<file path="config.mk">
export PLATFORM = sky130hd
export DESIGN_NAME = sorted_priority_queue_core
export DESIGN_NICKNAME = d
export VERILOG_FILES = /design/src/hdl/spq_pkg.sv /design/src/hdl/spq_datapath.sv /design/src/hdl/spq_ctrl.sv /design/src/hdl/sorted_priority_queue_core.sv
export SDC_FILE = /design/constraint.sdc
export NUM_CORES = 2
export LEC_CHECK = 0
export BUFFER_PORTS_ARGS = -buffer_cell sky130_fd_sc_hd__clkbuf_2
export CAP_MARGIN = 20
export CORE_ASPECT_RATIO = 0.7
export CORE_UTILIZATION = 45
export DETAILED_ROUTE_END_ITERATION = 7
export GPL_ROUTABILITY_DRIVEN = 0
export HOLD_SLACK_MARGIN = 0.15
export PLACE_DENSITY = 0.65
export SLEW_MARGIN = 20
export SYNTH_ARGS = -nofsm -noshare
export SYNTH_HDL_FRONTEND = slang
export SYNTH_SLANG_ARGS = --single-unit
</file>
<file path="constraint.sdc">
create_clock -name clk -period 8 [get_ports clk]
set_input_delay 0.8 -clock clk [delete_from_list [all_inputs] [get_ports clk]]
set_output_delay 0.8 -clock clk [all_outputs]
set_load 0.005 [all_outputs]
</file>
<file path="src/hdl/spq_pkg.sv">
`timescale 1ns / 1ps

package spq_pkg;

	localparam int DEPTH       = 16;
	localparam int VALUE_WIDTH = 32;
	localparam int COUNT_WIDTH = $clog2(DEPTH + 1);
	localparam int STATUS_WIDTH = 2;

	localparam int IN_DATA_WIDTH  = ((VALUE_WIDTH + 7) / 8) * 8;
	localparam int OUT_RAW_WIDTH  = STATUS_WIDTH + VALUE_WIDTH + COUNT_WIDTH;
	localparam int OUT_DATA_WIDTH = ((OUT_RAW_WIDTH + 7) / 8) * 8;

	localparam int OUT_STATUS_LSB = 0;
	localparam int OUT_HEAD_LSB   = STATUS_WIDTH;
	localparam int OUT_FILL_LSB   = STATUS_WIDTH + VALUE_WIDTH;

	localparam logic FUNC_ENQ = 1'b0;
	localparam logic FUNC_DEQ = 1'b1;

	localparam logic [STATUS_WIDTH-1:0] STATUS_DONE  = 2'd0;
	localparam logic [STATUS_WIDTH-1:0] STATUS_FULL  = 2'd1;
	localparam logic [STATUS_WIDTH-1:0] STATUS_EMPTY = 2'd2;

	typedef logic signed [VALUE_WIDTH-1:0] value_t;
	typedef logic [COUNT_WIDTH-1:0] count_t;

	typedef struct packed {
		logic   enq;
		logic   deq;
		value_t value;
		logic   cfg_we;
		logic   cfg_mode;
	} spq_cmd_t;

	typedef struct packed {
		logic [STATUS_WIDTH-1:0] status;
		value_t                  head_value;
		count_t                  fill_count;
	} spq_sts_t;

endpackage

</file>
<file path="src/hdl/spq_datapath.sv">
`timescale 1ns / 1ps

module spq_datapath (
	input  logic              clk,
	input  logic              arst_n,
	input  spq_pkg::spq_cmd_t cmd,
	output spq_pkg::spq_sts_t sts
);

	spq_pkg::value_t entries_q [spq_pkg::DEPTH];
	spq_pkg::count_t count_q;
	logic            mode_q;

	logic [spq_pkg::DEPTH-1:0] lower;
	logic [spq_pkg::DEPTH-1:0] first;
	logic [spq_pkg::DEPTH-1:0] after;
	logic                      full;
	logic                      empty;

	assign full  = (count_q == spq_pkg::COUNT_WIDTH'(spq_pkg::DEPTH));
	assign empty = (count_q == '0);

	// slot at count counts as lower so an insert with no lower entry goes to the tail
	always_comb begin
		for (int i = 0; i < spq_pkg::DEPTH; i++) begin
			lower[i] = ((spq_pkg::COUNT_WIDTH'(i) < count_q) &&
				(mode_q ? (entries_q[i] < cmd.value) : (entries_q[i] > cmd.value))) ||
				(spq_pkg::COUNT_WIDTH'(i) == count_q);
		end
		first = lower & (~lower + spq_pkg::DEPTH'(1));
		after = ~(first - spq_pkg::DEPTH'(1));
	end

	always_comb begin
		sts.status     = spq_pkg::STATUS_DONE;
		sts.head_value = '0;
		sts.fill_count = count_q;
		if (cmd.enq) begin
			if (full) begin
				sts.status = spq_pkg::STATUS_FULL;
			end else begin
				sts.fill_count = count_q + spq_pkg::COUNT_WIDTH'(1);
			end
		end else if (cmd.deq) begin
			if (empty) begin
				sts.status = spq_pkg::STATUS_EMPTY;
			end else begin
				sts.head_value = entries_q[0];
				sts.fill_count = count_q - spq_pkg::COUNT_WIDTH'(1);
			end
		end
	end

	always_ff @(posedge clk or negedge arst_n) begin
		if (!arst_n) begin
			count_q <= '0;
			mode_q  <= 1'b0;
		end else begin
			if (cmd.cfg_we) begin
				mode_q <= cmd.cfg_mode;
			end
			if ((cmd.enq && !full) || (cmd.deq && !empty)) begin
				count_q <= sts.fill_count;
			end
		end
	end

	always_ff @(posedge clk) begin
		if (cmd.enq && !full) begin
			if (first[0]) begin
				entries_q[0] <= cmd.value;
			end
			for (int i = 1; i < spq_pkg::DEPTH; i++) begin
				if (first[i]) begin
					entries_q[i] <= cmd.value;
				end else if (after[i]) begin
					entries_q[i] <= entries_q[i-1];
				end
			end
		end else if (cmd.deq && !empty) begin
			for (int i = 0; i < spq_pkg::DEPTH - 1; i++) begin
				entries_q[i] <= entries_q[i+1];
			end
		end
	end

endmodule

</file>
<file path="src/hdl/spq_ctrl.sv">
`timescale 1ns / 1ps

module spq_ctrl (
	input  logic                               clk,
	input  logic                               arst_n,
	input  logic                               s_tvalid,
	output logic                               s_tready,
	input  logic [spq_pkg::IN_DATA_WIDTH-1:0]  s_tdata,
	input  logic                               s_tuser,
	output logic                               m_tvalid,
	input  logic                               m_tready,
	output logic [spq_pkg::OUT_DATA_WIDTH-1:0] m_tdata,
	input  logic                               cfg_wr_en,
	input  logic                               cfg_wr_data,
	output spq_pkg::spq_cmd_t                  cmd,
	input  spq_pkg::spq_sts_t                  sts
);

	localparam logic ST_EMPTY = 1'b0;
	localparam logic ST_HOLD  = 1'b1;

	logic                               state_q;
	logic                               state_d;
	logic [spq_pkg::OUT_DATA_WIDTH-1:0] out_q;
	logic                               accept;

	assign s_tready = (state_q == ST_EMPTY) || m_tready;
	assign accept   = s_tvalid && s_tready;
	assign m_tvalid = (state_q == ST_HOLD);
	assign m_tdata  = out_q;

	assign cmd.enq      = accept && (s_tuser == spq_pkg::FUNC_ENQ);
	assign cmd.deq      = accept && (s_tuser == spq_pkg::FUNC_DEQ);
	assign cmd.value    = s_tdata[spq_pkg::VALUE_WIDTH-1:0];
	assign cmd.cfg_we   = cfg_wr_en;
	assign cmd.cfg_mode = cfg_wr_data;

	always_comb begin
		state_d = state_q;
		case (state_q)
			ST_EMPTY: begin
				if (accept) begin
					state_d = ST_HOLD;
				end
			end
			ST_HOLD: begin
				if (m_tready && !accept) begin
					state_d = ST_EMPTY;
				end
			end
			default: state_d = ST_EMPTY;
		endcase
	end

	always_ff @(posedge clk or negedge arst_n) begin
		if (!arst_n) begin
			state_q <= ST_EMPTY;
		end else begin
			state_q <= state_d;
		end
	end

	always_ff @(posedge clk) begin
		if (accept) begin
			out_q <= spq_pkg::OUT_DATA_WIDTH'({sts.fill_count, sts.head_value, sts.status});
		end
	end

endmodule

</file>
<file path="src/hdl/sorted_priority_queue_core.sv">
`timescale 1ns / 1ps

// Sorted priority queue of up to 16 signed 32-bit values kept in a shift-register array with
// the head in slot 0. Each input item (tuser 0 enqueue, 1 dequeue) gives exactly one output
// item with status, dequeued head value and fill count. All slots are compared against the new
// value in parallel and the array shifts in the same edge, and the registered output lets a
// new item enter every cycle while m_tready is high. Equal values
// leave in arrival order. cfg_wr_data selects 0 smallest-first, 1 largest-first; write it
// only while no item is in flight. An enqueue into a full queue or a dequeue of an empty one
// leaves the queue unchanged and reports status 1 or 2.
module sorted_priority_queue_core (
	input  logic                               clk,
	input  logic                               arst_n,
	input  logic                               s_tvalid,
	output logic                               s_tready,
	input  logic [spq_pkg::IN_DATA_WIDTH-1:0]  s_tdata,  // value
	input  logic                               s_tuser,  // func
	output logic                               m_tvalid,
	input  logic                               m_tready,
	output logic [spq_pkg::OUT_DATA_WIDTH-1:0] m_tdata,  // status, head_value, fill_count
	input  logic                               cfg_wr_en,
	input  logic                               cfg_wr_data
);

	spq_pkg::spq_cmd_t cmd;
	spq_pkg::spq_sts_t sts;

	spq_ctrl u_ctrl (
		.clk         (clk),
		.arst_n      (arst_n),
		.s_tvalid    (s_tvalid),
		.s_tready    (s_tready),
		.s_tdata     (s_tdata),
		.s_tuser     (s_tuser),
		.m_tvalid    (m_tvalid),
		.m_tready    (m_tready),
		.m_tdata     (m_tdata),
		.cfg_wr_en   (cfg_wr_en),
		.cfg_wr_data (cfg_wr_data),
		.cmd         (cmd),
		.sts         (sts)
	);

	spq_datapath u_datapath (
		.clk    (clk),
		.arst_n (arst_n),
		.cmd    (cmd),
		.sts    (sts)
	);

endmodule

</file>
Word-level counts from Yosys, hierarchy flattened
Memories as Yosys holds them, arrays and structs flattened.
Cells that the tools add are included.

operators by class
  muxes and demuxes = 167
  equal/unequal tests = 16
  add/subtract/negate cells = 4
  reduce and logical (&&, ||, !) cells = 45
  bitwise operators = 36
  magnitude comparators = 48

operators by type and width
  kind                                                                   count
  32-bit 2-to-1 mux                                                      30
  32-bit greater-than comparator                                         16
  32-bit < comparator                                                    16
  1-bit 2-to-1 mux                                                       130
  4-bit by 5-bit equality test with 1-bit output (first input constant)  8
  4-bit by 5-bit < comparator with 1-bit output (first input constant)   8
  39-bit 2-to-1 mux                                                      1
  37-bit 2-to-1 mux                                                      1
  16-bit inverter                                                        2
  1-bit bitwise OR                                                       30
  1-bit logical AND                                                      22
  3-bit by 5-bit equality test with 1-bit output (first input constant)  4
  3-bit by 5-bit < comparator with 1-bit output (first input constant)   4
  1-bit logical OR                                                       18
  16-bit by 1-bit adder with 16-bit output (second input constant)       1
  16-bit bitwise AND                                                     1
  16-bit by 1-bit subtractor with 16-bit output (second input constant)  1
  2-bit by 5-bit equality test with 1-bit output (first input constant)  2
  1-bit by 5-bit < comparator with 1-bit output (first input constant)   2
  2-bit by 5-bit < comparator with 1-bit output (first input constant)   2
  5-bit 2-to-1 mux                                                       2
  5-bit by 1-bit adder with 5-bit output (second input constant)         1
  1-bit by 5-bit equality test with 1-bit output (first input constant)  1
  5-bit equality test (second input constant)                            1
  7 further kinds                                                        12

storage, ports and cells
  memories kept = 1
  RAM bits = 512
  input port bits = 39
  word-level logic and storage cells = 322
  register bits after elaboration = 46
  output and inout port bits = 42

memories
  name                  depth  width  read ports  clocked after memory_dff  wr ports  RTL line            source
  u_datapath.entries_q  16     32     16          0                         16        spq_datapath.sv:10  spq_pkg::value_t entries_q [spq_pkg::DEPTH];

Longest topological paths before layout
An unclocked memory read counts as a cell.

  word-level depth = 16
  mapped depth = 16
  gate-level depth less buffers = 12

Hierarchy
Synthesis repeated with hierarchy kept, for this count alone.

second synthesis, totals
  cell total of the unflattened synthesis = 3802
  area, all modules = 39002.4 µm²

modules (own cells, without submodules)
  module        sequential area each (µm²)  cells an instance  area each (µm²)  instances
  spq_datapath  15524.9                     3721               37498.5          1
  spq_ctrl      1196.1                      81                 1503.9           1

Worst setup path before layout
OpenSTA, ideal clock, no wires.

  kind = input to register
  start = input port s_tdata[11] (netlist bit)
  end = memory u_datapath.entries_q[1][160] (netlist bit), enable pin
  path buffers = 4
  setup time = 466 ps
  data required time = 7534 ps
  cell stages on the path = 16
  path slack = 1187 ps
  data arrival time = 6348 ps
  cell sequence = clkbuf_1 -> inv_1 -> ha_1 -> nand4_1 -> nor4_1 -> a21boi_0 -> o32a_1 -> mux2i_1 -> mux2i_1 -> and3b_1 -> nand4_2 -> buf_6 -> buf_2 -> clkbuf_1 -> nor2_1 -> o21ai_0

RTL lines
  item             RTL line                          source
  start, declared  sorted_priority_queue_core.sv:16  input logic [spq_pkg::IN_DATA_WIDTH-1:0] s_tdata,
  end, declared    spq_datapath.sv:10

==> impl_metrics.ini <==
[detailed_routing]
avgRoutedWirePerCell_um = 30.0
via_per_inst = 7.03
dr_total_vias = 37000
drt_iter0_drc = 6544
routed_wirelength_um = 158000
drtAntennaViolNets = 0
drcViolationCount = 2
drt_first_pass_iters = 8

[power]
p_per_area_nw_per_um2 = 240
irDropWorstVdd_v = 0.000182
power_leakage_nw = 17.0
totalPowerFinal_mw = 10.7

[synthesis]
synth-seq-area-share_pct = 41.0
ys_async_sr_fraction_pct = 1.25
synth.distinct_cells = 90
muxShareOfSynthArea_pct = 2.92
ys.flop_type = edfxtp_1
yosysWarnings = 0
ys_ff_latch = 558
synthAdderAreaFrac_pct = 15.9
syn_area_um2 = 40800
synth_top_family_by_area = compound AO/OA/AOI/OAI gates
synthSimpleGateAreaFrac_pct = 16.1
synth_compound_area_share_pct = 20.2
synthesis.nets = 4605
synth-xor-area-share_pct = 0.0645
synthCells = 4049
synth_edf_count = 551
synth_area_per_cell_um2 = 10.1

[floorplanning]
die_w_um = 362
ios = 81
dieArea_um2 = 91800
fp.dieH_um = 254
start_util_pct = 45.8
core_area_um2 = 88900
row_count = 91

[setup_path]
endpoint_kind = flip-flop
required_ps = 8350
cp-start-kind = input pin
critical_path_class = input pin to flip-flop
rrSetupSlack_ps = 2230
worst_ep_arrival_time_ps = 6730
ff2ff_path_depth = 13
r2r_end = u_datapath.entries_q[1][57]$_DFFE_PP_
crit_fanout = 61
reg2reg_from = u_datapath.entries_q[0][95]$_DFFE_PP_

[grt]
antenna_found_initial = 15
grt_pass1_vias = 33600
grt_max_degree = 233
grt_overflow = 0
track_usage_pct = 33.6
grt_pass1_wl_um = 230000

[clock_tree]
clockBufferDepth = 3
numCtsBuffers = 56
cts_tree = yes
clock_latency_ps = 670
cts-root-buf = clkbuf_16
cts_sinks = 558
cts.reportedPaths.clkPinSlew_ps = 70
h-tree-depth = 2

[placement]
portBuffers = 79
hpwl_um = 112000

[timing]
worst_slew_pin_slew_ps = 1240
rsz0062_at_grt = no
finalSetupTns_ps = 0
skew_ps = 31.8
period_needed_ps = 6370
slew-limit-headroom_pct = 17.5
min_period_over_period_pct = 79.7
max_freq_ghz = 0.157
hold_viol = 0
setup_viol = 0
drv_slew = 0

[final_layout]
layout_commonest_cell = edfxtp_1
area_delta_synth_final_pct = 9.54
nFillCells = 8058
final_nets = 4561
drive_gt1_share_pct = 9.75
final_cell_mix = edfxtp_1, ha_1, nand2_1

[worst_hold_path]
hold_path_class = input pin to flip-flop
holdPathStages = 2
min_to = u_ctrl.m_tvalid$_DFF_PN0_
min_from = s_tvalid

[run_status]
status = complete, but fails checks
violations = DRC

[flow_run]
cap_violations = 0
==> timing repair <==
item	4_1_cts	5_1_grt
setup buffers	0	0
gates resized for setup	0	0
endpoints found under the hold margin	7	0
hold buffers	1	0
==> metal layers <==
layer | vias to the layer above | wire length [um] | global-route usage (%)
met3 | 316 | 26900 | 11.2
met4 | 20 | 4310 | 8.81
met2 | 2972 | 59500 | 43.8
met1 | 17800 | 66800 | 51.5
met5 | - | 126 | 0
li1 | 15900 | - | -
==> cell families after synthesis <==
group                      count (synthesis)
other                                      1
buffers and inverters                    401
DFF                                      558
xor gates and xnor gates                   3
AOI/OAI and AO/OA                       1138
muxes                                    111
and+or+nand+nor                         1320
adders and majority gates                517
==> critical path, cell delays in order <==
cell and delay, ps:
clkbuf_2 270, inv_1 470, ha_1 620, nand4_1 230, or3_1 480, nor4_2 830, o41a_1 410, nor4_2 120
mux2i_1 360, and3b_1 390, nand4_4 390, buf_4 480, nor4_2 310, buf_4 400, a222oi_1 130
==> worst max path at each step <==
stage | startpoint | end | slack [ps] | cells after the start
global placement | s_tdata[31] | u_datapath.entries_q[1][58]$_DFFE_PP_ | 1260 | 15
global route | s_tdata[31] | u_datapath.entries_q[1][47]$_DFFE_PP_ | 1520 | 15
detailed placement | s_tdata[31] | u_datapath.entries_q[1][35]$_DFFE_PP_ | 1250 | 15
floorplan | s_tdata[11] | u_datapath.entries_q[1][160]$_DFFE_PP_ | 1190 | 16
finish | s_tdata[31] | u_datapath.entries_q[1][57]$_DFFE_PP_ | 1630 | 15
CTS | s_tdata[31] | u_datapath.entries_q[1][57]$_DFFE_PP_ | 1940 | 15
==> report_power, final <==
group          internal (mW)  switching, mW  total [mW]
clock network           1.68           1.30        2.98
registers               3.77          0.481        4.25
logic                   1.10           2.38        3.48
==> layout make-up <==
type,count,area [um^2],area share [%]
Multi-Input combinational cell,3090,22700,50.9
Sequential cell,558,16700,37.4
Tap cell,1209,1510,3.39
Clock buffer,68,1490,3.33
Timing Repair Buffer,190,1340,3.00
Clock inverter,37,470,1.05
Inverter,109,409,0.916
Antenna cell,2,5.00,0.0112
==> cell usage after synthesis, types with 35 or more instances <==
cell      instances  area (um^2)
ha_1            517         6470
edfxtp_1        551        16500
nor4_1           49          307
o21ai_0         143          716
a211oi_1         85          638
a31oi_1          42          263
a221o_1         159         1590
and2_1           96          601
or3_1            41          257
nor2_1          166          623
o211ai_1         83          623
o31ai_1          35          263
nor3_1          126          631
inv_1           108          405
buf_2            40          200
a21o_1           44          330
mux2_2           64          721
nor2b_1          51          319
nand4_1          93          582
clkbuf_1        232          871
mux2i_1          46          460
or4_1            39          293
nand2_1         485         1820
a22oi_1         103          773
nand3_1          92          460
a21oi_1         226         1130
==> state kept, by name, summed over array words and instances, names as in the netlist <==
name,cells
u_ctrl.m_tdata,39
u_ctrl.m_tvalid,1
u_datapath.count_q,5
u_datapath.entries_q,512
u_datapath.mode_q,1
==> through the flow <==
stage               area, um^2  util [%]  cells  worst slack, ps  hold slack [ps]
floorplan                40800         -   4049             1190              504
CTS                      44600      50.2   5260             1940              331
global placement         42700      48.0   5154             1260              536
finish                   44700      50.2   5263             1630              357
global route             44600      50.2   5261             1520              353
detailed placement       42700      48.0   5154             1250              549
(Power assumes the default switching activity.)
